$ cat src/rtl/core/rpnp_pkg.sv
`timescale 1ns / 1ps
// ============================================================================
// rpnp_pkg
// Shared types, sizes and generator constants of the note pool core.
// ============================================================================
package rpnp_pkg;

    localparam int POOL_DEPTH = 64;
    localparam int IDX_W      = $clog2(POOL_DEPTH);
    localparam int CNT_W      = $clog2(POOL_DEPTH + 1);
    localparam int NOTE_W     = 16;
    localparam int CFG_IDX_W  = 2;
    localparam int CFG_DATA_W = 32;

    localparam logic [63:0] PCG_MULT   = 64'd6364136223846793005;
    localparam logic [63:0] PCG_STREAM = 64'hda3e39cb94b95bdb;
    localparam logic [63:0] PCG_INC    = {PCG_STREAM[62:0], 1'b1};
    // state after seeding with a zero seed
    localparam logic [63:0] PCG_RESET_STATE = PCG_INC * PCG_MULT + PCG_INC;

    typedef enum logic [1:0] {
        CMD_NOTE  = 2'd0,
        CMD_PICK  = 2'd1,
        CMD_CLEAR = 2'd2
    } cmd_t;

    typedef enum logic [CFG_IDX_W-1:0] {
        CFG_REMOVE_MODE = 2'd0,
        CFG_SEED        = 2'd1
    } cfg_idx_t;

    typedef enum logic [2:0] {
        CELL_HOLD,
        CELL_INSERT,
        CELL_REMOVE,
        CELL_LOAD,
        CELL_SHIFT
    } cell_op_t;

    typedef struct packed {
        cell_op_t                  op;
        logic signed [NOTE_W-1:0]  note;
        logic [CNT_W-1:0]          pos;
        logic [CNT_W-1:0]          count;
    } cell_ctrl_t;

    typedef enum logic [2:0] {
        ST_IDLE,
        ST_SEED,
        ST_RANGE,
        ST_LIMIT,
        ST_GEN,
        ST_INDEX,
        ST_SHIFT,
        ST_FIN
    } state_t;

endpackage

$ cat src/rtl/core/rpnp_pcg.sv
`timescale 1ns / 1ps
// ============================================================================
// rpnp_pcg
// One generator step: 64-bit LCG advance on a shared 32x32 multiplier.
// ============================================================================
module rpnp_pcg (
    input  logic        clk,
    input  logic        rst_n,
    input  logic        start,
    input  logic [63:0] old_state,
    output logic        done,
    output logic [63:0] new_state,
    output logic [31:0] rnd
);
    import rpnp_pkg::*;

    logic [63:0] old_reg;
    logic [63:0] new_reg;
    logic [63:0] p0_reg;
    logic [31:0] p1_reg, p2_reg;
    logic [2:0]  step_reg, step_next;
    logic        busy_reg, busy_next;
    logic        done_reg, done_next;
    logic [31:0] mul_a, mul_b;
    logic [63:0] mul_p;
    logic [31:0] mixed;
    logic [4:0]  rot;

    always_comb
    begin
        mul_a = old_reg[31:0];
        mul_b = PCG_MULT[31:0];
        case (step_reg)
            3'd1:    mul_b = PCG_MULT[63:32];
            3'd2:    mul_a = old_reg[63:32];
            default: ;
        endcase
    end

    assign mul_p = mul_a * mul_b;

    always_comb
    begin
        busy_next = busy_reg;
        step_next = step_reg;
        done_next = 1'b0;
        if (start)
        begin
            busy_next = 1'b1;
            step_next = 3'd0;
        end
        else if (busy_reg)
        begin
            step_next = step_reg + 3'd1;
            if (step_reg == 3'd3)
            begin
                busy_next = 1'b0;
                done_next = 1'b1;
            end
        end
    end

    always_ff @(posedge clk or negedge rst_n)
    begin
        if (!rst_n)
        begin
            busy_reg <= 1'b0;
            step_reg <= 3'd0;
            done_reg <= 1'b0;
        end
        else
        begin
            busy_reg <= busy_next;
            step_reg <= step_next;
            done_reg <= done_next;
        end
    end

    always_ff @(posedge clk)
    begin
        if (start)
            old_reg <= old_state;
        if (busy_reg)
        begin
            case (step_reg)
                3'd0: p0_reg <= mul_p;
                3'd1: p1_reg <= mul_p[31:0];
                3'd2: p2_reg <= mul_p[31:0];
                3'd3: new_reg <= p0_reg + {p1_reg + p2_reg, 32'd0} + PCG_INC;
                default: ;
            endcase
        end
    end

    // XSH-RR output from the state before the advance
    assign mixed = 32'(((old_reg >> 18) ^ old_reg) >> 27);
    assign rot   = old_reg[63:59];
    assign rnd   = (mixed >> rot) | (mixed << ((5'd0 - rot) & 5'd31));

    assign done      = done_reg;
    assign new_state = new_reg;
endmodule

$ cat config.mk
export PLATFORM = sky130hd
export DESIGN_NAME = rpnp_pcg
export DESIGN_NICKNAME = d
export VERILOG_FILES = /design/src/rtl/core/rpnp_pkg.sv /design/src/rtl/core/rpnp_pcg.sv
export SDC_FILE = /design/constraint.sdc
export NUM_CORES = 2
export LEC_CHECK = 0
export BUFFER_PORTS_ARGS = -buffer_cell sky130_fd_sc_hd__buf_2
export CAP_MARGIN = 40
export CELL_PAD_IN_SITES_DETAIL_PLACEMENT = 1
export CELL_PAD_IN_SITES_GLOBAL_PLACEMENT = 2
export CORE_ASPECT_RATIO = 2
export CORE_MARGIN = 1
export CORE_UTILIZATION = 39
export CTS_BUF_LIST = sky130_fd_sc_hd__clkbuf_4 sky130_fd_sc_hd__clkbuf_8
export CTS_CLUSTER_DIAMETER = 40
export CTS_CLUSTER_SIZE = 16
export DETAILED_ROUTE_END_ITERATION = 8
export PLACE_DENSITY_LB_ADDON = 0.3
export SLEW_MARGIN = 20
export SYNTH_ARGS = -nofsm -noshare
export SYNTH_HDL_FRONTEND = slang
export SYNTH_SLANG_ARGS = --single-unit
$ cat constraint.sdc
create_clock -name clk -period 9.9 [get_ports clk]
set_input_delay 1.485 -clock clk [delete_from_list [all_inputs] [get_ports clk]]
set_output_delay 1.485 -clock clk [all_outputs]
set_load 0.05 [all_outputs]
==> impl_metrics.prom <==
# TYPE chip_impl_metric gauge
chip_impl_info{name="kind_of_cell_adding_the_most_delay_to_the_critical_path",value="adder cells"} 1
chip_impl_metric{name="min_period_over_period",unit="%"} 96.8
chip_impl_metric{name="syn_to_final_growth",unit="%"} 9.56
chip_impl_metric{name="slew-limit-headroom",unit="%"} 33.9
chip_impl_metric{name="wire_length_of_the_first_global_routing_pass",unit="um"} 219000
chip_impl_metric{name="synth-xor-area-share",unit="%"} 3.98
chip_impl_metric{name="cp_data_required_time",unit="ps"} 10380
chip_impl_metric{name="fp-row-count",unit=""} 164
chip_impl_metric{name="detail-route-antenna-nets",unit=""} 0
chip_impl_info{name="tritoncts",value="yes"} 1
chip_impl_metric{name="layout-drive-gt1-share",unit="%"} 9.17
chip_impl_metric{name="port_buffers",unit=""} 163
chip_impl_metric{name="hpwlAfterDp",unit="um"} 129000
chip_impl_metric{name="cpPeakStageDelay",unit="ps"} 550
chip_impl_metric{name="core-area",unit="um^2"} 99900
chip_impl_metric{name="grt.total_usage",unit="%"} 29.9
chip_impl_info{name="critical_path.reg2reg.endpoint",value="p0_reg[63]"} 1
chip_impl_metric{name="met1_length",unit="um"} 46200
chip_impl_metric{name="slew_viol_final",unit=""} 0
chip_impl_info{name="master_of_the_slowest_instance_on_the_critical_path",value="sky130_fd_sc_hd__mux2_2"} 1
chip_impl_metric{name="skew",unit="ps"} 70.2
chip_impl_metric{name="numCtsBuffers",unit=""} 28
chip_impl_info{name="setup.worst_path.start_class",value="flip-flop"} 1
chip_impl_metric{name="report.final.hold_viol_count",unit=""} 0
chip_impl_metric{name="cts.sink_count",unit=""} 261
chip_impl_metric{name="cp.arrival",unit="ps"} 10060
chip_impl_metric{name="maxClockFrequency",unit="GHz"} 0.104
chip_impl_info{name="worstSetupEndpointType",value="flip-flop"} 1
chip_impl_metric{name="post_synth_mux_area_share",unit="%"} 2.74
chip_impl_metric{name="max_cap_viol_count",unit=""} 0
chip_impl_metric{name="path_depth",unit=""} 32
chip_impl_metric{name="number_of_antenna_violations_at_the_first_check_in_global_routing",unit=""} 10
chip_impl_metric{name="r2r.worst_path.cells",unit=""} 32
chip_impl_metric{name="synth_compound_area_share",unit="%"} 10.9
chip_impl_metric{name="nets",unit=""} 5415
chip_impl_metric{name="yosys.area_share.simple",unit="%"} 8.42
chip_impl_metric{name="timing.reg2reg.setup_slack",unit="ps"} 320
chip_impl_metric{name="detail_route.drc_violations",unit=""} 0
chip_impl_metric{name="post_drt_wl_per_cell",unit="um"} 26.7
chip_impl_metric{name="die_area",unit="um^2"} 102000
chip_impl_metric{name="setup-violations-final",unit=""} 0
chip_impl_metric{name="avgSynthCellArea",unit="um^2"} 9.74
chip_impl_metric{name="cts_buffer_depth",unit=""} 3
chip_impl_metric{name="setup-tns-final",unit="ps"} 0
chip_impl_info{name="ys.flop_type",value="sky130_fd_sc_hd__edfxtp_1"} 1
chip_impl_metric{name="maximum_number_of_pins_on_one_net_before_global_route_repair",unit=""} 66
chip_impl_metric{name="critical_path_buf_inv_count",unit=""} 9
chip_impl_metric{name="number_of_warnings_issued_by_yosys",unit=""} 0
chip_impl_metric{name="post_synth_num_cell_types",unit=""} 84
chip_impl_metric{name="die_x",unit="um"} 227
chip_impl_info{name="clock-root-buffer",value="sky130_fd_sc_hd__clkbuf_8"} 1
chip_impl_info{name="critical_path.endpoint",value="p0_reg[63]"} 1
chip_impl_metric{name="via_count",unit=""} 30100
chip_impl_metric{name="clkTransAtPathRegs",unit="ps"} 100
chip_impl_metric{name="synth_adder_area_share",unit="%"} 44.5
chip_impl_info{name="top_signal_layer_used",value="met5"} 1
chip_impl_metric{name="synthCells",unit=""} 4046
chip_impl_metric{name="proportion_of_synthesized_chip_area_in_sequential_cells",unit="%"} 19.8
chip_impl_metric{name="number_of_iterations_in_the_first_detailed_routing_pass",unit=""} 4
chip_impl_metric{name="design_area",unit="um^2"} 43200
chip_impl_metric{name="drt_first_iter_violations",unit=""} 1357
chip_impl_metric{name="postSynth.asyncResetShare",unit="%"} 1.92
chip_impl_metric{name="worst_skew_pair_latency",unit="ps"} 730
chip_impl_metric{name="vias_per_cell",unit=""} 5.36
chip_impl_info{name="worst-setup-path-type",value="flip-flop to flip-flop"} 1
chip_impl_metric{name="syn_area",unit="um^2"} 39400
chip_impl_info{name="hp-class",value="flip-flop to flip-flop"} 1
chip_impl_metric{name="postSynthRegisterBits",unit=""} 261
chip_impl_metric{name="initial_core_util",unit="%"} 39.5
chip_impl_metric{name="finalWeightedCongestion",unit=""} 0.976
chip_impl_metric{name="wl",unit="um"} 150000
chip_impl_info{name="crit-reg2reg-launch",value="step_reg[0]"} 1
chip_impl_info{name="worst_setup_path_startpoint",value="step_reg[0]"} 1
chip_impl_info{name="rsz_0062_raised_after_global_routing",value="no"} 1
chip_impl_metric{name="routed-wl-met3",unit="um"} 3800
chip_impl_metric{name="grt_pass1_vias",unit=""} 34300
chip_impl_metric{name="min_period",unit="ps"} 9580
chip_impl_info{name="outcome",value="completed"} 1
chip_impl_metric{name="synth-edff-count",unit=""} 256
chip_impl_metric{name="tightest_slew",unit="ps"} 982
chip_impl_metric{name="crit_fanout",unit=""} 13
chip_impl_metric{name="htreeDepth",unit=""} 1
chip_impl_metric{name="floorplan.die.height",unit="um"} 452
chip_impl_metric{name="area_of_placed_instances",unit="um^2"} 42500
chip_impl_info{name="synth_top_family_by_area",value="adder cells"} 1
chip_impl_metric{name="ios",unit=""} 164
chip_impl_metric{name="overflow",unit=""} 0
chip_impl_metric{name="met2_length",unit="um"} 83800
==> worst min path at each step <==
stage | endpoint | slack [ps] | from | depth (start not counted)
floorplan | new_state[0] | 520 | p0_reg[0] | 1
global placement | new_state[0] | 540 | p0_reg[0] | 1
detailed placement | new_state[0] | 580 | p0_reg[0] | 1
CTS | done | 520 | rst_n | 1
global route | new_state[0] | 540 | p0_reg[0] | 1
finish | new_state[0] | 530 | p0_reg[0] | 1
==> kinds of logic after synthesis <==
family / Yosys count
AOI/OAI and AO/OA: 680
xor gates and xnor gates: 179
adders and majority gates: 1082
buffers and inverters: 1009
DFF: 261
muxes: 98
other: 2
and+or+nand+nor: 735
==> final cells by class <==
class | count | area (um^2)
clock buffer | 28 | 385
fill | 11500 | 56700
inverter | 900 | 3380
multi-input combinational | 2805 | 28000
antenna | 9 | 22.5
sequential | 261 | 7810
tap | 1328 | 1660
clock inverter | 20 | 214
timing repair buffer | 270 | 1720
==> cells in the final DEF, fill, tap and decap left out, types with 20 or more instances in the layout <==
cell                       count
sky130_fd_sc_hd__inv_1       889
sky130_fd_sc_hd__ha_1        546
sky130_fd_sc_hd__fa_1        536
sky130_fd_sc_hd__nor2_1      275
sky130_fd_sc_hd__edfxtp_1    256
sky130_fd_sc_hd__nand2_1     225
sky130_fd_sc_hd__a21oi_1     220
sky130_fd_sc_hd__buf_2       164
sky130_fd_sc_hd__o21ai_0     127
sky130_fd_sc_hd__xnor2_1     122
sky130_fd_sc_hd__buf_4       100
sky130_fd_sc_hd__a21o_1       86
sky130_fd_sc_hd__mux2i_1      65
sky130_fd_sc_hd__xor2_1       53
sky130_fd_sc_hd__nand3_1      49
sky130_fd_sc_hd__o21ai_1      33
sky130_fd_sc_hd__nand4_1      33
sky130_fd_sc_hd__conb_1       31
sky130_fd_sc_hd__o21a_1       28
sky130_fd_sc_hd__clkbuf_8     28
sky130_fd_sc_hd__mux2_2       27
sky130_fd_sc_hd__a211oi_1     26
sky130_fd_sc_hd__nor2b_1      26
sky130_fd_sc_hd__o21bai_1     24
sky130_fd_sc_hd__nor3_1       20
sky130_fd_sc_hd__a31oi_1      20
==> synth_stat cells (all sizes together), types with 5 or more instances <==
library cell	count	area, um^2
inv	894	3360
ha	546	6830
fa	536	10700
nor2	275	1030
edfxtp	256	7690
nand2	225	845
a21oi	221	1110
o21ai	160	801
xnor2	125	1090
clkbuf	93	349
a21o	86	646
mux2i	65	651
xor2	54	473
nand3	49	245
nand4	33	206
o21a	29	225
mux2	28	315
nor2b	28	175
a211oi	27	208
o21bai	24	180
nor3	23	115
a31oi	20	125
and2	20	125
and3	18	113
buf	16	62.6
nand2b	16	108
o221ai	16	140
or2	16	100
o211ai	14	105
o31ai	12	109
and4	10	87.6
a311oi	6	52.6
clkinv	6	22.5
dfrtp	5	125
mux4	5	113
o311ai	5	43.8
==> per-layer routing <==
layer / up-vias / GRT usage (%)
met5: - / 0
li1: 13600 / -
met3: 469 / 3.12
met4: 2 / 27.7
met1: 15300 / 26.7
met2: 736 / 57.3
==> worst reg2reg max path, delay by kind of cell, from the launching register on <==
| family | cells | cell delay, ps |
|---|---|---|
| simple gates | 5 | 1160 |
| compound gates | 6 | 1860 |
| flops | 1 | 430 |
| fa+ha+maj | 10 | 4120 |
| mux | 1 | 560 |
| xor+xnor | 1 | 140 |
| buf+inv | 9 | 1130 |
==> metrics by stage <==
stage          util (%)  std cells  setup slack (ps)  hold WS, ps
3_5_place_dp       42.5       5557              -204          576
2_1_floorplan         -       4075               403          523
4_1_cts            43.1       5605               120          518
5_1_grt            43.2       5620              1.18          537
6_report           43.2       5621               319          527
3_3_place_gp       42.4       5553              -110          543
==> what timing repair did <==
action,CTS,global route
gates cloned,0,0
setup endpoints to repair,7,17
gates resized for setup,2,3
hold buffers,0,0
setup buffers,0,5
Power is not shown: default switching activity piles up to over one toggle a cycle in this logic, so the estimate is an artifact.
