<file path="config.mk">
export PLATFORM = sky130hd
export DESIGN_NAME = rpnp_div
export DESIGN_NICKNAME = d
export VERILOG_FILES = /design/src/rtl/core/rpnp_div.sv
export SDC_FILE = /design/constraint.sdc
export NUM_CORES = 1
export LEC_CHECK = 0
export ABC_AREA = 1
export BUFFER_PORTS_ARGS = -buffer_cell sky130_fd_sc_hd__clkbuf_2
export CAP_MARGIN = 20
export CORE_ASPECT_RATIO = 0.7
export CORE_UTILIZATION = 53
export DETAILED_ROUTE_END_ITERATION = 8
export PLACE_DENSITY = 0.78
export SYNTH_ARGS = -nofsm -noshare
export SYNTH_HDL_FRONTEND = slang
export SYNTH_SLANG_ARGS = --single-unit
</file>
<file path="constraint.sdc">
create_clock -name clk -period 2.1 [get_ports clk]
set_input_delay 0.315 -clock clk [delete_from_list [all_inputs] [get_ports clk]]
set_output_delay 0.315 -clock clk [all_outputs]
set_load 0.05 [all_outputs]
</file>
<file path="src/rtl/core/rpnp_div.sv">
`timescale 1ns / 1ps
// ============================================================================
// rpnp_div
// 32-bit restoring divider, one quotient bit per cycle.
// ============================================================================
module rpnp_div (
    input  logic        clk,
    input  logic        rst_n,
    input  logic        start,
    input  logic [31:0] num,
    input  logic [31:0] den,
    output logic        done,
    output logic [31:0] quot
);
    logic [31:0] den_reg;
    logic [31:0] qn_reg;
    logic [32:0] rem_reg;
    logic [32:0] rem_sh;
    logic [5:0]  cnt_reg;
    logic        busy_reg;
    logic        done_reg;
    logic        fits;

    assign rem_sh = {rem_reg[31:0], qn_reg[31]};
    assign fits   = rem_sh >= {1'b0, den_reg};

    always_ff @(posedge clk or negedge rst_n)
    begin
        if (!rst_n)
        begin
            busy_reg <= 1'b0;
            done_reg <= 1'b0;
            cnt_reg  <= 6'd0;
        end
        else
        begin
            done_reg <= 1'b0;
            if (start)
            begin
                busy_reg <= 1'b1;
                cnt_reg  <= 6'd0;
            end
            else if (busy_reg)
            begin
                cnt_reg <= cnt_reg + 6'd1;
                if (cnt_reg == 6'd31)
                begin
                    busy_reg <= 1'b0;
                    done_reg <= 1'b1;
                end
            end
        end
    end

    always_ff @(posedge clk)
    begin
        if (start)
        begin
            den_reg <= den;
            qn_reg  <= num;
            rem_reg <= 33'd0;
        end
        else if (busy_reg)
        begin
            rem_reg <= fits ? rem_sh - {1'b0, den_reg} : rem_sh;
            qn_reg  <= {qn_reg[30:0], fits};
        end
    end

    assign done = done_reg;
    assign quot = qn_reg;
endmodule

</file>
==> flow_summary.yaml, run 1 <==
logic_synthesis:
  synth-edff-count: 64
  yosysSeqAreaShare_pct: 40.2
  netlist_area_um2: 6870
  synth_seq_cells: 104
  syn_nets: 1098
  syn_avg_cell_area_um2: 6.89
  syn_inst: 997
  synth-main-ff-cell: "edfxtp_1"
  synthDistinctLibCells: 34
  async_reset_ff_share_pct: 7.69
  yosysWarnings: 0
placement:
  dp_hpwl_mm: 13.6
  port_buffers: 99
  preCtsSetupSlack_ns: -0.0338
  place_inst: 1289
  finalWeightedCongestion: 0.970
  dpl_cell_area_um2: 7900
sta:
  clock_skew_ns: 0.0112
  fin_ws_ns: -0.0391
  hold_viol: 0
  setup_tns_ns: -0.127
  fmax_ghz: 0.467
  slew_headroom_pct: 70.7
  finalCritPeriodShare_pct: 102
  whs_ns: 0.127
  rsz0062_at_grt: "true"
  period_minus_slack_ns: 2.14
  setup_viol: 4
  tightest_slew_ns: 0.440
  maxSlewViolCount: 0
power_and_ir_drop:
  pwr-share-comb_pct: 57.6
  swShare_pct: 43.4
  p_clk_share_pct: 15.9
  fin_total_pwr_mw: 10.6
  power_density_nw_per_um2: 1140
  power.internal_mw: 5.98
  peakVddDrop_mv: 0.628
  p_leak_nw: 4.83
  power_switching_mw: 4.58
  seq_power_share_pct: 26.5
critical_path:
  cp-end-kind: "flip-flop"
  critical_path_arrival_ns: 2.40
  crit_type: "reg2reg"
  critPathRequiredTime_ns: 2.36
  worst-path-max-fanout: 3
  r2r_start: "den_reg[0]"
  crit_start: "den_reg[0]"
  startpoint_type: "flip-flop"
final_layout:
  syn2layout_area_growth_pct: 35.1
  drive_above_1_share_pct: 31.4
  multi_input_area_um2: 4110
  layout.nets: 1260
  layout_commonest_cell: "nand2_1"
  fin_area_um2: 9270
  final_util_pct: 74.1
  stdcell_count: 1326
  final.fill_count: 899
  final-seq-area_um2: 2760
  mostFrequentLayoutCells: "346 x nand2_1, 162 x inv_1, 99 x clkbuf_2"
  insertedDiodeCount: 0
detailed_routing:
  drt-initial-drc-count: 574
  vias: 6816
  avgRoutedWirePerCell_um: 15.0
  wl_mm: 19.9
  drcViolationCount: 0
  dr.pass1.iters: 5
  viasPerCell: 5.14
  ant_nets: 0
cts:
  clkTransAtPathRegs_ns: 0.08
  ctsLongestPathBuffers: 2
  worstSkewPairLatency_ns: 0.36
  cts_buffers: 9
  tritoncts: "yes"
  clock-sinks: 104
  root_buffer: "clkbuf_16"
  htree_levels: 3
floorplanning:
  die_w_um: 138
  dieHeight_um: 97.2
  rows: 34
  dieArea_um2: 13400
  start_util_pct: 54.9
  core-area_um2: 12500
  io_pins: 100
status:
  status: "finished, violations left"
  failed_checks: "setup timing"
global_routing:
  grt_max_degree: 54
  grt.overflow.total: 0
  track_usage_pct: 27.2
  antenna_found_initial: 0
  grt_pass1_wl_mm: 29.2
  grt_pass1_vias: 6059
flow_run:
  maxCapViolations: 0
hold_path:
  hold_start: "den[18]"
  holdCritPathClass: "in2reg"
[synthesized netlist by cell type (2+ instances only)]
| master | number | area, um^2 |
|---|---|---|
| nand3_1 | 82 | 410 |
| dfrtp_1 | 8 | 200 |
| dfxtp_1 | 32 | 641 |
| buf_2 | 5 | 25.0 |
| nor2_1 | 46 | 173 |
| nor3_1 | 5 | 25.0 |
| nand2_1 | 415 | 1560 |
| inv_1 | 185 | 694 |
| nor2_2 | 4 | 25.0 |
| nand2_2 | 6 | 37.5 |
| a21oi_1 | 23 | 115 |
| buf_6 | 4 | 45.0 |
| o21ai_1 | 10 | 50.1 |
| o21ai_0 | 7 | 35.0 |
| edfxtp_1 | 64 | 1920 |
| buf_4 | 2 | 15.0 |
| nor2_4 | 2 | 22.5 |
| clkbuf_1 | 12 | 45.0 |
| ha_1 | 33 | 413 |
| o21a_1 | 2 | 15.0 |
| nand3b_1 | 14 | 105 |
| and2_1 | 3 | 18.8 |
| nand4_1 | 8 | 50.1 |
| xnor2_1 | 13 | 114 |
| o21bai_1 | 3 | 22.5 |
[final timing paths]
| kind | to | slack (ns) | depth (start not counted) |
|---|---|---|---|
| min in group asynchronous | cnt_reg[4] | 0.33 | 2 |
| setup reg to reg | rem_reg[26] | -0.04 | 10 |
| hold / removal | den_reg[18] | 0.13 | 1 |
| hold reg to reg | rem_reg[29] | 0.49 | 2 |
| setup / recovery | rem_reg[26] | -0.04 | 10 |
| max in group asynchronous | busy_reg | 1.58 | 2 |
[worst max-delay path, cell delays in order, from the launching register on]
cell	delay (ns)
edfxtp_1	0.42
ha_4	0.19
fa_2	0.40
inv_2	0.09
nand3_1	0.11
nand3b_1	0.30
nand2_2	0.16
nand4_1	0.15
nand3_2	0.09
nand2_2	0.07
nand2_2	0.05
[what timing repair did]
item / in CTS / in global routing
gates cloned: 0 / 3
endpoints found under the hold margin: 8 / 0
endpoints found under the setup margin: 30 / 33
hold buffers: 1 / 0
pin swaps: 1 / 61
resized for setup: 16 / 187
buffers inserted: 0 / 17
[power by group through the flow]
stage               Sequential, mW  Combinational [mW]  Clock [mW]
floorplan                     2.93                2.95           0
global placement              2.74                4.43           0
detailed placement            2.75                4.51           0
CTS                           2.72                4.63        1.70
global route                  2.84                6.59        1.77
finish                        2.80                6.09        1.68
[layout make-up]
type	count	share of cell area, %
inverters	185	7.51
well taps	162	2.19
repair buffers	174	13.1
clock inverters	6	0.621
flip-flops and latches	104	29.8
clock buffers	10	2.47
multi-input cells	685	44.4
[routing by layer]
layer	part of all wire, %	global-route usage, %	vias up
li1	-	-	3408
met2	45	40.4	260
met3	7.3	4.88	35
met1	46	40.2	3113
met4	2.0	7.69	0
met5	0	0	-
[kinds of logic (layout without fill, tap and decap cells)]
logic type                 count (synthesis)  after routing  synth area share, %
DFF                                      104            104                 40.2
xor gates and xnor gates                  14             14                 1.79
buffers and inverters                    208            375                 12.0
and+or+nand+nor                          589            589                 35.9
adders and majority gates                 34             34                 6.31
AOI/OAI and AO/OA                         48             48                 3.79
Power figures use the tool's default switching activity.
==> run 2: changes to the inputs <==
ABC_AREA = default   (was 1)
CORE_UTILIZATION = 52   (was 53)
PLACE_DENSITY = 0.77   (was 0.78)
==> flow_summary.yaml, run 2 <==
hold_path:
  min_to: "den_reg[14]"
  hold_start: "den[14]"
  holdCritPathClass: "in2reg"
  hold_depth: 1
logic_synthesis:
  syn_nets: 711
  syn_avg_cell_area_um2: 10.0
  syn_inst: 610
  async_reset_ff_share_pct: 7.69
  synth-edff-count: 64
  netlist_area_um2: 6100
  synth_top_area_share_pct: 31.5
  synth_top_area_cell: "edfxtp_1"
  synth_seq_cells: 104
  ys_top_cells_by_area: "edfxtp_1 31%, dfxtp_1 10%, ha_1 6.8%, mux2_2 5.9%, nand2_1 4.1%"
  synthDistinctLibCells: 65
  synth-main-ff-cell: "edfxtp_1"
  yosysMostFrequentCell: "nand2_1"
  yosysWarnings: 0
  yosysSeqAreaShare_pct: 45.3
  synthTopCellsByCount: "66 x nand2_1, 64 x edfxtp_1, 51 x nor2_1"
placement:
  preCtsSetupSlack_ns: -0.690
  port_buffers: 99
  finalWeightedCongestion: 0.912
  dpl_cell_area_um2: 7930
  dp_hpwl_mm: 13.0
  place_inst: 990
sta:
  hold_viol: 0
  tightest_slew_ns: 0.646
  maxSlewViolCount: 0
  finalCritPeriodShare_pct: 135
  rsz0062_at_grt: "true"
  slew_headroom_pct: 56.9
  setup_viol: 33
  period_minus_slack_ns: 2.83
  fin_ws_ns: -0.728
  clock_skew_ns: 0.0109
  setup_tns_ns: -18.66
  fmax_ghz: 0.354
status:
  failed_checks: "setup timing"
  status: "finished, violations left"
critical_path:
  startpoint_type: "flip-flop"
  r2r_start: "den_reg[12]"
  crit_type: "reg2reg"
  cpPeakStageDelay_ns: 0.42
  r2r-end: "rem_reg[23]"
  crit_slowest_cell: "edfxtp_1"
  critical_path_arrival_ns: 3.07
  path_delay_family: "compound AO/OA/AOI/OAI gates"
  rrSetupSlack_ns: -0.73
  worstPathCellList: "inv_2 -> ha_4 -> buf_6 -> nand4_1 -> buf_4 -> nor2_1 -> a2111oi_2 -> o21ai_1 -> buf_4 -> o21ai_2 -> buf_4 -> xor2_1 -> o21ai_1"
  rr_worst_depth: 13
  worst-path-max-fanout: 3
  path_buf_inv: 5
  cpMostUsedCell: "buf_4"
  cp-end-kind: "flip-flop"
  critPathRequiredTime_ns: 2.35
final_layout:
  insertedDiodeCount: 0
  mostFrequentLayoutCells: "166 x buf_4, 98 x clkbuf_2, 64 x edfxtp_1"
  fin_area_um2: 9390
  layout_commonest_cell: "buf_4"
  syn2layout_area_growth_pct: 53.9
  stdcell_count: 1038
  drive_above_1_share_pct: 53.3
  layout.nets: 981
detailed_routing:
  ant_nets: 0
  wl_mm: 23.3
  drcViolationCount: 0
  vias: 6562
  dr.pass1.iters: 5
  drt-initial-drc-count: 648
  viasPerCell: 6.32
  avgRoutedWirePerCell_um: 22.5
cts:
  clock-sinks: 104
  root_buffer: "clkbuf_16"
  clkTransAtPathRegs_ns: 0.09
  ctsLongestPathBuffers: 2
  cts_buffers: 9
  tritoncts: "yes"
  htree_levels: 3
  worstSkewPairLatency_ns: 0.37
floorplanning:
  io_pins: 100
  core-area_um2: 11200
  dieHeight_um: 92.6
  dieArea_um2: 12200
  die_w_um: 131
  rows: 32
  start_util_pct: 54.4
power_and_ir_drop:
  power_density_nw_per_um2: 1300
  peakVddDrop_mv: 0.721
  p_leak_nw: 4.20
  fin_total_pwr_mw: 12.2
global_routing:
  track_usage_pct: 33.1
  grt_max_degree: 57
  grt_pass1_wl_mm: 31.3
  grt_pass1_vias: 6057
  antenna_found_initial: 0
  grt.overflow.total: 0
flow_run:
  maxCapViolations: 0
==> run 2: how the worst max path moves through the flow <==
stage	cells after the start	to	start	slack, ns
3_5_place_dp	12	rem_reg[12]	den_reg[12]	-0.69
3_3_place_gp	12	rem_reg[29]	den_reg[14]	-0.60
4_1_cts	14	rem_reg[24]	den_reg[12]	-0.53
6_report	13	rem_reg[23]	den_reg[12]	-0.73
5_1_grt	11	rem_reg[20]	den_reg[9]	-0.84
2_1_floorplan	11	quot[0]	quot[31]	-0.59
==> run 2: logic make-up after synthesis <==
logic type	Yosys count	synth area share [%]
simple gates	178	13.6
fa+ha+maj	34	7.09
compound gates	154	17.5
xor+xnor	29	4.16
flops	104	45.3
mux	39	7.13
buf+inv	72	5.29
==> run 2: area by class of cell <==
class	count	area (um^2)
Multi-Input combinational cell	434	3870
Sequential cell	104	2760
Timing Repair Buffer	289	2090
Fill cell	569	1820
Clock buffer	9	225
Tap cell	153	191
Inverter	42	158
Clock inverter	7	101
==> run 2: report_power, final <==
part	total, mW	switching, mW	internal [mW]
Sequential	2.87	0.309	2.56
Combinational	7.49	3.90	3.59
Clock	1.85	0.966	0.883
Total	12.2	5.18	7.03
==> run 2: stage by stage <==
| step | hold slack (ns) | utilization, % |
|---|---|---|
| floorplan | 0.0194 | - |
| global placement | 0.167 | 70.7 |
| detailed placement | 0.168 | 70.7 |
| CTS | 0.116 | 79.7 |
| global route | 0.111 | 83.8 |
| finish | 0.120 | 83.8 |
==> run 2: metal layers <==
metal	routed length, um	up-vias	track usage [%]
li1	-	2787	-
met1	8880	3104	42.6
met4	1400	0	10.8
met3	2410	166	7.61
met2	10600	505	55.2
met5	0	-	0
==> run 2: worst reg2reg max path, stage by stage (launching register included) <==
cell and delay (ns):
edfxtp_1 0.42, inv_2 0.11, ha_4 0.22, buf_6 0.12
nand4_1 0.14, buf_4 0.16, nor2_1 0.11, a2111oi_2 0.34
o21ai_1 0.17, buf_4 0.19, o21ai_2 0.21, buf_4 0.15
xor2_1 0.27, o21ai_1 0.12
==> run 2: what timing repair did <==
action / in CTS / in global routing
setup buffers: 23 / 10
endpoints found under the hold margin: 8 / 0
resized for setup: 103 / 78
endpoints found under the setup margin: 33 / 33
hold buffers: 1 / 0
gates cloned: 1 / 0
pin swaps: 67 / 53
==> run 3: changes to the inputs <==
BUFFER_PORTS_ARGS = default   (was -buffer_cell sky130_fd_sc_hd__clkbuf_2)
CORE_UTILIZATION = 58   (was 52)
CTS_CLUSTER_DIAMETER = 150   (was default)
DONT_BUFFER_PORTS = 1   (was default)
PLACE_DENSITY = 0.76   (was 0.77)
==> flow_summary.yaml, run 3 (synthesis results as in run 2) <==
placement:
  place_inst: 879
  finalWeightedCongestion: 0.962
  port_buffers: 0
  dp_hpwl_mm: 12.9
  dpl_cell_area_um2: 7490
floorplanning:
  dieArea_um2: 10900
  dieHeight_um: 87.8
  core-area_um2: 9950
  io_pins: 100
  die_w_um: 125
  start_util_pct: 61.4
  rows: 30
final_layout:
  mostFrequentLayoutCells: "168 x buf_4, 64 x edfxtp_1, 46 x nor2_1"
  stdcell_count: 911
  multi_input_area_um2: 3780
  drive_above_1_share_pct: 47.1
  final.fill_count: 429
  syn2layout_area_growth_pct: 42.5
  final-seq-area_um2: 2770
  layout_commonest_cell: "buf_4"
  fin_area_um2: 8700
  layout.nets: 878
sta:
  maxSlewViolCount: 0
  hold_viol: 0
  period_minus_slack_ns: 2.74
  slew_headroom_pct: 59.4
  finalCritPeriodShare_pct: 131
  fmax_ghz: 0.364
  clock_skew_ns: 0.0196
  fin_ws_ns: -0.644
  rsz0062_at_grt: "true"
  whs_ns: 0.0207
  setup_viol: 33
  tightest_slew_ns: 0.610
detailed_routing:
  dr.pass1.iters: 6
  vias: 5894
  drt-initial-drc-count: 609
  avgRoutedWirePerCell_um: 22.8
  ant_nets: 0
  viasPerCell: 6.47
  wl_mm: 20.8
  drcViolationCount: 0
critical_path:
  endpoint: "rem_reg[20]"
  cpPeakStageDelay_ns: 0.43
  critPathRequiredTime_ns: 2.35
  cp-end-kind: "flip-flop"
  rr_worst_depth: 11
  r2r_start: "rem_reg[21]"
  path_delay_family: "compound AO/OA/AOI/OAI gates"
  critical_path_arrival_ns: 2.99
  path_buf_inv: 2
  cpMostUsedCell: "a21o_1"
  crit_slowest_cell: "dfxtp_1"
  r2r-end: "rem_reg[20]"
  worstPathCellList: "ha_4 -> a21o_1 -> a21o_1 -> a21o_1 -> a311o_1 -> a21o_1 -> or2_4 -> buf_12 -> buf_12 -> mux2i_1 -> o21ai_1"
  crit_start: "rem_reg[21]"
  rrSetupSlack_ns: -0.64
  startpoint_type: "flip-flop"
  worst-path-max-fanout: 7
  critical_path_cell_count: 11
  crit_type: "reg2reg"
status:
  status: "finished, violations left"
  failed_checks: "setup timing"
cts:
  ctsLongestPathBuffers: 2
  tritoncts: "yes"
  cts_buffers: 9
  clkTransAtPathRegs_ns: 0.08
  worstSkewPairLatency_ns: 0.37
  clock-sinks: 104
  root_buffer: "clkbuf_16"
  htree_levels: 3
global_routing:
  grt_max_degree: 101
  grt_pass1_vias: 5717
  antenna_found_initial: 1
  grt_pass1_wl_mm: 29.8
  grt.overflow.total: 0
  track_usage_pct: 35.6
power_and_ir_drop:
  p_leak_nw: 3.68
  peakVddDrop_mv: 0.903
  fin_total_pwr_mw: 11.7
  power_density_nw_per_um2: 1350
flow_run:
  maxCapViolations: 0
hold_path:
  holdCritPathClass: "in2reg"
## run 3: final cells by class
cell class	count	area share (%)
multi-input cells	434	43.5
flip-flops and latches	104	31.8
repair buffers	186	17.3
clock buffers	9	2.59
well taps	128	1.84
inverters	42	1.81
clock inverters	7	1.17
diodes	1	0.0288
## run 3: through the flow
| stage | setup TNS [ns] | utilization [%] | worst slack, ns |
|---|---|---|---|
| floorplan | -15.84 | - | -0.594 |
| global placement | -16.08 | 75.3 | -0.646 |
| detailed placement | -18.42 | 75.3 | -0.663 |
| CTS | -14.45 | 83.7 | -0.536 |
| global route | -20.62 | 87.4 | -0.728 |
| finish | -17.69 | 87.4 | -0.644 |
## run 3: report_power, final
group	switching [mW]	internal [mW]
clock network	0.912	0.881
logic	3.37	3.42
registers	0.591	2.56
total	4.87	6.86
## run 3: worst min-delay path by stage
stage | slack [ns] | depth (start not counted) | to | start
2_1_floorplan | 0.02 | 0 | busy_reg | rst_n
3_3_place_gp | 0.02 | 0 | cnt_reg[3] | rst_n
3_5_place_dp | 0.02 | 0 | cnt_reg[5] | rst_n
4_1_cts | 0.02 | 1 | rem_reg[0] | start
5_1_grt | 0.002 | 1 | rem_reg[4] | start
6_report | 0.02 | 1 | rem_reg[4] | start
## run 3: metal layers
layer	vias to the layer above	global-route usage (%)	wire [um]
met1	2860	44.5	8440
met3	78	9.04	1880
li1	2585	-	-
met5	-	0	0
met2	371	61.8	9800
met4	0	10.4	673
## run 3: timing repair
item                                    4_1_cts  5_1_grt
endpoints found under the hold margin         8        0
setup buffers                                 9        7
pin swaps                                    54       44
endpoints found under the setup margin       33       33
hold buffers                                  1        0
cloned                                        1        0
gates resized for setup                      93       75
