$ cat src/rtl/core/rpnp_pkg.sv
`timescale 1ns / 1ps
// ============================================================================
// rpnp_pkg
// Shared types, sizes and generator constants of the note pool core.
// ============================================================================
package rpnp_pkg;

    localparam int POOL_DEPTH = 64;
    localparam int IDX_W      = $clog2(POOL_DEPTH);
    localparam int CNT_W      = $clog2(POOL_DEPTH + 1);
    localparam int NOTE_W     = 16;
    localparam int CFG_IDX_W  = 2;
    localparam int CFG_DATA_W = 32;

    localparam logic [63:0] PCG_MULT   = 64'd6364136223846793005;
    localparam logic [63:0] PCG_STREAM = 64'hda3e39cb94b95bdb;
    localparam logic [63:0] PCG_INC    = {PCG_STREAM[62:0], 1'b1};
    // state after seeding with a zero seed
    localparam logic [63:0] PCG_RESET_STATE = PCG_INC * PCG_MULT + PCG_INC;

    typedef enum logic [1:0] {
        CMD_NOTE  = 2'd0,
        CMD_PICK  = 2'd1,
        CMD_CLEAR = 2'd2
    } cmd_t;

    typedef enum logic [CFG_IDX_W-1:0] {
        CFG_REMOVE_MODE = 2'd0,
        CFG_SEED        = 2'd1
    } cfg_idx_t;

    typedef enum logic [2:0] {
        CELL_HOLD,
        CELL_INSERT,
        CELL_REMOVE,
        CELL_LOAD,
        CELL_SHIFT
    } cell_op_t;

    typedef struct packed {
        cell_op_t                  op;
        logic signed [NOTE_W-1:0]  note;
        logic [CNT_W-1:0]          pos;
        logic [CNT_W-1:0]          count;
    } cell_ctrl_t;

    typedef enum logic [2:0] {
        ST_IDLE,
        ST_SEED,
        ST_RANGE,
        ST_LIMIT,
        ST_GEN,
        ST_INDEX,
        ST_SHIFT,
        ST_FIN
    } state_t;

endpackage

$ cat src/rtl/core/rpnp_cell.sv
`timescale 1ns / 1ps
// ============================================================================
// rpnp_cell
// One pool slot: holds an entry and a read tap, trades with its neighbors.
// ============================================================================
module rpnp_cell (
    input  logic                                clk,
    input  logic [rpnp_pkg::IDX_W-1:0]          cell_idx,
    input  rpnp_pkg::cell_ctrl_t                ctrl,
    input  logic signed [rpnp_pkg::NOTE_W-1:0]  left_entry,
    input  logic signed [rpnp_pkg::NOTE_W-1:0]  right_entry,
    input  logic signed [rpnp_pkg::NOTE_W-1:0]  right_tap,
    input  logic                                seen_in,
    output logic                                seen_out,
    output logic signed [rpnp_pkg::NOTE_W-1:0]  entry,
    output logic signed [rpnp_pkg::NOTE_W-1:0]  tap
);
    import rpnp_pkg::*;

    logic signed [NOTE_W-1:0] entry_reg, entry_next;
    logic signed [NOTE_W-1:0] tap_reg, tap_next;
    logic [CNT_W-1:0]         my_pos;
    logic                     match;

    assign my_pos   = {{(CNT_W-IDX_W){1'b0}}, cell_idx};
    assign match    = (entry_reg == ctrl.note) && (my_pos < ctrl.count);
    assign seen_out = seen_in | match;

    always_comb
    begin
        entry_next = entry_reg;
        tap_next   = tap_reg;
        case (ctrl.op)
            CELL_INSERT:
            begin
                if (my_pos == ctrl.pos)
                    entry_next = ctrl.note;
                else if (my_pos > ctrl.pos && my_pos <= ctrl.count)
                    entry_next = left_entry;
            end
            CELL_REMOVE:
            begin
                // pull down from the right once the first match is at or left of here
                if (seen_out)
                    entry_next = right_entry;
            end
            CELL_LOAD:  tap_next = entry_reg;
            CELL_SHIFT: tap_next = right_tap;
            default:    ;
        endcase
    end

    always_ff @(posedge clk)
    begin
        entry_reg <= entry_next;
        tap_reg   <= tap_next;
    end

    assign entry = entry_reg;
    assign tap   = tap_reg;
endmodule

$ cat config.mk
export PLATFORM = sky130hd
export DESIGN_NAME = rpnp_cell
export DESIGN_NICKNAME = d
export VERILOG_FILES = /design/src/rtl/core/rpnp_pkg.sv /design/src/rtl/core/rpnp_cell.sv
export SDC_FILE = /design/constraint.sdc
export NUM_CORES = 1
export LEC_CHECK = 0
export BUFFER_PORTS_ARGS = -buffer_cell sky130_fd_sc_hd__buf_2
export CAP_MARGIN = 0
export CORE_ASPECT_RATIO = 0.9
export CORE_MARGIN = 2
export CORE_UTILIZATION = 40
export CTS_CLUSTER_DIAMETER = 80
export DETAILED_ROUTE_END_ITERATION = 6
export GPL_ROUTABILITY_DRIVEN = 0
export PLACE_DENSITY_LB_ADDON = 0.08
export SLEW_MARGIN = 20
export SYNTH_ARGS = -nofsm -noshare
export SYNTH_HDL_FRONTEND = slang
export SYNTH_SLANG_ARGS = --single-unit
export TNS_END_PERCENT = 5
$ cat constraint.sdc
create_clock -name clk -period 5.6 [get_ports clk]
set_input_delay 0.84 -clock clk [delete_from_list [all_inputs] [get_ports clk]]
set_output_delay 0.84 -clock clk [all_outputs]
set_load 0.02 [all_outputs]
==> results of run 1 <==
[logic make-up after synthesis]
logic type,Yosys count,synth area share [%]
flip-flops,32,46.69
AO/OA/AOI/OAI,29,7.903
multiplexers,32,16.53
XOR/XNOR,16,6.809
adder cells (fa/ha/maj),12,7.295
AND/OR/NAND/NOR,36,10.82
buffers and inverters,16,3.951
[per-stage QoR]
stage / hold slack (ns) / cells
3_3_place_gp: 0.6240 / 354
5_1_grt: 0.6658 / 363
4_1_cts: 0.6343 / 362
2_1_floorplan: 0.7571 / 173
3_5_place_dp: 0.6190 / 354
6_report: 0.6346 / 363
[report_power, final]
| part | internal, mW | total (mW) | switching (mW) |
|---|---|---|---|
| Sequential | 0.279 | 0.285 | 0.00651 |
| Combinational | 0.0603 | 0.125 | 0.0643 |
| Clock | 0.0843 | 0.170 | 0.0860 |
[worst register-to-register path: cells and delay by family, from the launching register on]
kind	cells	cell delay [ns]
AND/OR/NAND/NOR	1	0.38
XOR/XNOR	1	0.17
flip-flops	1	0.43
AO/OA/AOI/OAI	2	0.66
[final timing paths]
| check | endpoint | slack (ns) | cells after the start |
|---|---|---|---|
| worst min-delay path | tap[1] | 0.63 | 1 |
| worst min register to register | tap[1] | 0.63 | 1 |
| worst max register to register | entry[10] | 3.58 | 4 |
| worst max-delay path | seen_out | 2.68 | 7 |
[final cells by class]
type                            count  area, sq um
Fill cell                         429         2079
Sequential cell                    32        960.9
Clock buffer                        5        68.82
Inverter                           11        41.29
Multi-Input combinational cell    125         1032
Clock inverter                      3        13.76
Timing Repair Buffer              122        616.8
Tap cell                           65        81.33
[layout by cell type, fill, tap and decap left out, drive strengths merged, types with 4 or more instances in the layout]
master	Yosys	layout
o21ai	17	17
nand2	18	18
edfxtp	32	32
a21oi	6	6
inv	11	11
ha	12	12
buf	4	122
nor2	4	4
clkbuf	1	5
xor2	8	8
mux2	16	16
mux2i	16	16
xnor2	8	8
[layer usage]
metal | share of wire (%) | up-vias
li1 | - | 887
met1 | 45 | 753
met2 | 45 | 76
met3 | 8.5 | 6
met4 | 1.1 | 0
met5 | 0 | -
==> metrics.cfg, run 1 <==
[sta]
max_slew.worst_pin.slew_ns=0.9665
max_freq_mhz=342.1
final_max_slew_viol_count=0
fin_crit_ns=2.923
finalCritPeriodShare_pct=52.19
hold_viol_final=0
slew_headroom_pct=35.52
setup-tns-final_ns=0
setup_viol=0
rsz0062_at_grt=no
skew_ns=0.006634
finalWorstSetupSlack_ns=2.677

[yosys]
syn-cell-area_sq_um=2058
synth_top_area_cell=edfxtp_1
yosysMostFrequentCell=edfxtp_1
ys_ff_latch=32
ys_top_cells_by_count=32 x edfxtp_1, 18 x nand2_1, 16 x mux2_2, 16 x mux2i_1, 14 x o21ai_0
syn_nets=274
postSynthAreaPerCell_sq_um=11.90
synth_area_leaders=edfxtp_1 47%, mux2_2 8.8%, mux2i_1 7.8%, ha_1 7.3%, o21ai_0 3.4%
synth_flop_cell=edfxtp_1
synth.distinct_cells=33
ys.warnings.count=0
async_reset_ff_share_pct=0
ys_seq_area_share_pct=46.69
synth_top_area_share_pct=46.69
syn_inst=173
synth_edf_count=32

[worst_setup_path]
crit_slowest_cell=ha_1
crit_path_max_incr_delay_ns=0.32
cp_max_fo=3
critical_path.most_common_cell=buf_2
worstPathRequired_ns=4.76
crit_start=cell_idx[5]
crit_path_end_kind=output port
startpoint_type=input pin
critPathArrivalTime_ns=2.08
worstReg2RegStart=entry[11]
path_cells=buf_2 > ha_1 > nand4b_1 > a21oi_1 > nor2_1 > a41o_1 > buf_2
path_delay_family=compound AO/OA/AOI/OAI gates
worst-path-buf-inv=2
crit_type=input pin to output port

[floorplan]
num_io_pins=122
fp.dieH_microns=72.05
num_rows=24
core_sq_um=4895
die_w_microns=79.61
die_area_sq_um=5736
start_util_pct=42.05

[clock_tree]
clk_latency_ns=0.28
root_buffer=clkbuf_8
postCtsSetupRepairBufs=0
holdBufCountCts=0
cts_tree=yes
cts_resized=0
clockBufferDepth=2
cts_made_buffers=5
clk_pin_slew_ns=0.07
htree_levels=2
cts.sinks=32

[cells_and_area]
areaGrowthSynthToFinish_pct=36.78
fin_util_pct=57.52
drive_above_1_share_pct=50.67
nNetsFinal=398
insertedDiodeCount=0
fin_area_sq_um=2815

[global_routing]
track_usage_pct=18.68
busiest_layer=met2
grt.overflow.total=0
grt_pass1_wl_microns=8238
grt_use_met2_pct=30.07
first_global_vias=1720
met1_usage_pct=24.72
antenna_found_initial=0
grt_use_met3_pct=5.846
grt_max_degree=34

[route]
num_vias=1722
first_pass_iters=4
routed_via_density=4.744
wl_per_cell_microns=14.31
antenna_left=0
drc_errors=0
wl_microns=5196
drt_iter0_drc=86

[outcome]
status=completed

[pwr]
power.density_nw_per_um2=206.1
fin_total_pwr_mw=0.5801
p_leak_nw=1.246
ir_drop_mv=0.1672

[placed_design]
dp_hpwl_microns=4066
dp_slack_ns=2.482
placed_area_sq_um=2721
portBuffers=121

[min_path]
hold_path.class=register to register
min_from=entry[1]

[run]
cap_violations=0

(Power assumes the default switching activity.)
==> inputs of run 2 (changes only) <==
clock period = 3 ns   (was 5.6 ns; I/O delays follow)
==> run 2 against run 1 <==
Design area increased by 1.6%. Highest routed layer unchanged. Routed wire length decreased by 0.83%. Sequential share of layout area decreased by 0.52 points. Clock power is 140% higher. Hold slack got worse by 0.20 ns. First-iteration DRC count rose by 15%. Critical path depth is 3 lower. Via count increased by 1.1%. Sequential cell count unchanged. Count of clock-buffer cells in the layout rose by 1.
==> metrics.cfg, run 2 (synthesis gave the netlist of run 1 again) <==
[clock_tree]
cts_tree=yes
cts_made_buffers=5  ; unchanged
postCtsSetupRepairBufs=0  ; unchanged
holdBufCountCts=0  ; unchanged
root_buffer=clkbuf_8
clk_latency_ns=0.28  ; about the same
cts.sinks=32  ; unchanged
clk_pin_slew_ns=0.07  ; about the same
htree_levels=2  ; unchanged
cts_resized=0  ; unchanged
clockBufferDepth=2  ; unchanged

[worst_setup_path]
cp_max_fo=3  ; unchanged
critPathArrivalTime_ns=1.75  ; -0.33 ns
crit_type=register to output port
startpoint_type=register
crit_start=entry[11]
worstPathRequired_ns=2.55  ; -2.21 ns
crit_slowest_cell=edfxtp_1
crit_path_max_incr_delay_ns=0.44  ; +0.12 ns
path_cells=xor2_1 > nor4_1 > a41o_1 > buf_2
crit_path_end_kind=output port
worstReg2RegStart=entry[11]

[cells_and_area]
drive_above_1_share_pct=51.16  ; +0.49 points
fin_area_sq_um=2859  ; +1.6%
areaGrowthSynthToFinish_pct=38.91
insertedDiodeCount=0  ; unchanged
nNetsFinal=401  ; +0.75%
final_common_cell=buf_2
final_cell_mix=121 x buf_2, 32 x edfxtp_1, 18 x nand2_1

[floorplan]
die_area_sq_um=5736  ; unchanged
num_rows=24  ; unchanged
core_sq_um=4895  ; unchanged
fp.dieH_microns=72.05  ; unchanged
die_w_microns=79.61  ; unchanged
start_util_pct=42.05  ; unchanged
num_io_pins=122  ; unchanged

[global_routing]
antenna_found_initial=0  ; unchanged
track_usage_pct=18.66  ; -0.020 points
grt.overflow.total=0  ; unchanged
grt_max_degree=33  ; -2.9%
first_global_vias=1725  ; +0.29%
grt_pass1_wl_microns=8162  ; -0.92%

[pwr]
p_clk_share_pct=34.9  ; +5.5 points
switching_share_pct=25.15  ; -1.9 points
ir_drop_mv=0.2442  ; +46%
pwr-share-comb_pct=19.9  ; -1.6 points
power_switching_mw=0.2957  ; +89%
p_leak_nw=1.271  ; +2.0%
fin_total_pwr_mw=1.176  ; +100%
power.density_nw_per_um2=411.2  ; +100%
power.internal_mw=0.8799  ; +110%
seq_power_share_pct=45.2  ; -4.0 points

[route]
wl_per_cell_microns=14.08  ; -1.6%
antenna_left=0  ; unchanged
wl_microns=5153  ; -0.83%
first_pass_iters=4  ; unchanged
num_vias=1741  ; +1.1%
drt_iter0_drc=99  ; +15%
routed_via_density=4.757  ; +0.27%
drc_errors=0  ; unchanged

[sta]
max_slew.worst_pin.slew_ns=0.9784  ; +0.01190 ns
hold_viol_final=0  ; unchanged
final_max_slew_viol_count=0  ; unchanged
finalCritPeriodShare_pct=73.45
max_freq_mhz=453.9
slew_headroom_pct=34.73  ; -0.79 points
skew_ns=0.008815  ; +0.002181 ns
finalWorstSetupSlack_ns=0.7966  ; -1.881 ns
rsz0062_at_grt=no
fin_crit_ns=2.203
setup_viol=0  ; unchanged
setup-tns-final_ns=0  ; unchanged

[placed_design]
dp_slack_ns=0.8017  ; -1.680 ns
placed_area_sq_um=2751  ; +1.1%
dp_hpwl_microns=4121  ; +1.4%
portBuffers=121  ; unchanged

[min_path]
min_from=right_entry[8]
hold_path.class=input pin to register

[outcome]
status=completed

[run]
cap_violations=0  ; unchanged

## run 2: changes by cell type in the layout (fill, tap and decap cells not counted), sizes merged
cell and change:
clkbuf +1, buf +3, clkinv -2, bufinv +1
## run 2: per-stage QoR
stage / hold WS (ns) / util, % / std cells
after detailed placement: 0.6178 / 56.21 / 358
after floorplan: 0.6371 / - / 173
after global placement: 0.6185 / 56.21 / 358
after CTS: 0.4289 / 58.41 / 366
after global routing: 0.4352 / 58.41 / 366
final: 0.4351 / 58.41 / 366
## run 2: power by group through the flow
stage	Combinational [mW]	Sequential, mW	Clock (mW)
finish	0.234	0.532	0.410
detailed placement	0.236	0.542	0
CTS	0.237	0.532	0.417
floorplan	0.103	0.565	0
global placement	0.233	0.542	0
global route	0.259	0.535	0.445
## run 2: routing by layer
layer  vias to the layer above  track usage (%)  routed length [microns]
met3                         6            5.348                      454
met4                         0            5.556                       43
met1                       764            25.20                     2328
li1                        894                -                        -
met2                        77            29.32                     2327
met5                         -                0                        0
## run 2: area by class of cell
type	count	area [sq um]
clock buffer	6	72.57
clock inverter	2	35.03
fill	443	2036
inverter	11	41.29
multi-input combinational	125	1032
sequential	32	960.9
tap	65	81.33
timing repair buffer	125	635.6
## run 2: worst paths after layout
path,end,cells past startpoint,slack (ns)
max reg2reg,entry[3],5,1.03
max,seen_out,4,0.80
min reg2reg,tap[14],1,0.62
min,entry[8],3,0.44
## run 2: worst max-delay path: cells and delay by family, from the launching register on
family	cells	cell delay [ns]
xor gates and xnor gates	1	0.18
AOI/OAI and AO/OA	1	0.26
DFF	1	0.44
buffers and inverters	1	0.18
and+or+nand+nor	1	0.42
==> inputs of run 3 (changes only) <==
ABC_AREA = 1   (was default)
clock period = 1.8 ns   (was 3 ns; I/O delays follow)
==> run 3 against run 2 <==
Register-to-register slack worse by 0.89 ns. Routed wire length up 16%. Synthesized cell count rose by 73%. Design area up 8.8%. Clock skew is 0.0072 ns lower. Largest cell class unchanged. Largest power group unchanged.
==> metrics.cfg, run 3 <==
[cells_and_area]
insertedDiodeCount=0  ; unchanged
nNetsFinal=533  ; +33%
final_cell_mix=120 x buf_2, 71 x nand2_1, 55 x nor2_1
fin_util_pct=58.49  ; +0.084 points
drive_above_1_share_pct=36.72  ; -14 points
areaGrowthSynthToFinish_pct=39.35
seq_area_sq_um=960.9  ; unchanged
num-fill-cells=519  ; +17%
fin_area_sq_um=3110  ; +8.8%
multiInputGateArea_sq_um=1036  ; +0.36%
final_common_cell=buf_2

[yosys]
synth_top_area_cell=edfxtp_1
syn_nets=401  ; +46%
ys.warnings.count=0  ; unchanged
ys_top_cells_by_count=73 x nand2_1, 57 x nor2_1, 48 x inv_1, 34 x a21oi_1, 32 x edfxtp_1
ys_seq_area_share_pct=43.05  ; -3.6 points
synth_edf_count=32  ; unchanged
async_reset_ff_share_pct=0  ; unchanged
synth_area_leaders=edfxtp_1 43%, nand2_1 12%, nor2_1 9.6%, inv_1 8.1%, a21oi_1 7.6%
syn_inst=300  ; +73%
synth.distinct_cells=25  ; -24%
postSynthAreaPerCell_sq_um=7.440  ; -37%
yosysMostFrequentCell=nand2_1
syn-cell-area_sq_um=2232  ; +8.4%
synth_flop_cell=edfxtp_1
ys_ff_latch=32  ; unchanged
synth_top_area_share_pct=43.05  ; -3.6 points

[outcome]
status=completed

[clock_tree]
cts.sinks=32  ; unchanged
htree_levels=2  ; unchanged
cts_made_buffers=5  ; unchanged
clockBufferDepth=2  ; unchanged
clk_latency_ns=0.29  ; about the same
root_buffer=clkbuf_8
clk_pin_slew_ns=0.07  ; about the same
holdBufCountCts=0  ; unchanged
cts_tree=yes

[sta]
max_freq_mhz=572.1
skew_ns=0.001635  ; -0.007179 ns
hold_viol_final=0  ; unchanged
final_max_slew_viol_count=0  ; unchanged
setup_viol=0  ; unchanged
fin_crit_ns=1.748
slew_headroom_pct=64.50  ; +30 points
finalCritPeriodShare_pct=97.12
whs_ns=0.2854  ; -0.1497 ns
max_slew.worst_pin.slew_ns=0.5317  ; -0.4467 ns
rsz0062_at_grt=yes
finalWorstSetupSlack_ns=0.05193  ; -0.7447 ns

[pwr]
ir_drop_mv=0.4448  ; +82%
p_leak_nw=1.681  ; +32%
power.density_nw_per_um2=637.0  ; +55%
fin_total_pwr_mw=1.981  ; +69%

[placed_design]
portBuffers=121  ; unchanged
dp_slack_ns=-0.1128  ; -0.9145 ns
dp_hpwl_microns=4793  ; +16%
placed_area_sq_um=2935  ; +6.7%

[route]
drt_iter0_drc=138  ; +39%
antenna_left=0  ; unchanged
drc_errors=0  ; unchanged
routed_via_density=4.562  ; -4.1%
wl_per_cell_microns=11.94  ; -15%
first_pass_iters=4  ; unchanged
wl_microns=5969  ; +16%
num_vias=2281  ; +31%

[worst_setup_path]
crit_type=register to output port
crit_path_max_incr_delay_ns=0.44  ; about the same
startpoint_type=register
path_delay_family=simple AND/OR/NAND/NOR gates
worst-path-buf-inv=1  ; unchanged
crit_cells=7  ; +3
crit_slowest_cell=edfxtp_1
reg2reg_depth=9  ; +4
critPathArrivalTime_ns=1.48  ; -0.27 ns
worstPathRequired_ns=1.53  ; -1.02 ns
cp_max_fo=3  ; unchanged
crit_path_end_kind=output port
critical_path.most_common_cell=nand2_1
path_cells=xor2_1 > nor2_1 > nand2_1 > nor2_2 > nand3_1 > nand2_1 > buf_6

[floorplan]
die_w_microns=82.74  ; +3.9%
fp.dieH_microns=74.87  ; +3.9%
num_io_pins=122  ; unchanged
num_rows=25  ; +4.2%
core_sq_um=5318  ; +8.6%
start_util_pct=41.98  ; -0.074 points
die_area_sq_um=6195  ; +8.0%

[global_routing]
antenna_found_initial=0  ; unchanged
first_global_vias=1968  ; +14%
grt_max_degree=33  ; unchanged
grt.overflow.total=0  ; unchanged
track_usage_pct=20.15  ; +1.5 points
grt_pass1_wl_microns=9225  ; +13%

[run]
cap_violations=0  ; unchanged

[min_path]
hold_path.class=input pin to register
hold_depth=3  ; unchanged

run 3: changes by cell type after synthesis, sizes merged, moves of 4 or more:
cell   previous run  this run
mux2             16         1
nand2            18        74
xnor2             8         0
nor2              4        59
a21oi             6        34
mux2i            16         0
inv              11        49
xor2              8         1
buf               4         8
run 3: logic make-up after synthesis:
kind of cell | synth area share (%)
multiplexers | 0.5044
adder cells (fa/ha/maj) | 6.726
AND/OR/NAND/NOR | 25.34
flip-flops | 43.05
buffers and inverters | 11.21
AO/OA/AOI/OAI | 12.78
XOR/XNOR | 0.3924
run 3: power breakdown:
group / leakage, nW / internal [mW] / switching [mW]
Clock: 0.0541 / 0.409 / 0.282
Combinational: 1.33 / 0.182 / 0.234
Sequential: 0.295 / 0.862 / 0.0121
run 3: cell type report:
class | count | share of cell area (%)
Tap cell | 67 | 2.695
Sequential cell | 32 | 30.89
Timing Repair Buffer | 134 | 23.61
Clock inverter | 3 | 1.368
Inverter | 49 | 5.913
Clock buffer | 5 | 2.212
Multi-Input combinational cell | 210 | 33.31
run 3: final timing paths:
kind,to,slack (ns),start
setup / recovery,seen_out,0.05,entry[4]
hold / removal,entry[8],0.29,right_entry[8]
setup reg to reg,entry[7],0.14,entry[4]
hold reg to reg,tap[2],0.65,entry[2]
run 3: worst min-delay path, stage by stage:
cell	delay (ns)
buf_2	0.07
nor2_1	0.03
nor2_1	0.08
run 3: metrics by stage:
step,cells,TNS (ns)
after floorplan,300,-0.8408
after global placement,486,-1.475
after detailed placement,486,-1.762
after CTS,495,0
after global routing,500,-0.02221
final,500,0
run 3: per-layer routing:
metal | wire, microns | GRT usage, % | up-vias
met5 | 0 | 0 | -
met4 | 72 | 6.375 | 0
met3 | 538 | 4.317 | 8
met2 | 2535 | 29.03 | 89
met1 | 2823 | 30.24 | 963
li1 | - | - | 1221
run 3: timing repair:
item	4_1_cts	5_1_grt
resized for setup	2	7
setup buffers	1	5
pin swaps	0	8
endpoints found under the setup margin	1	1
hold endpoints to repair	0	0
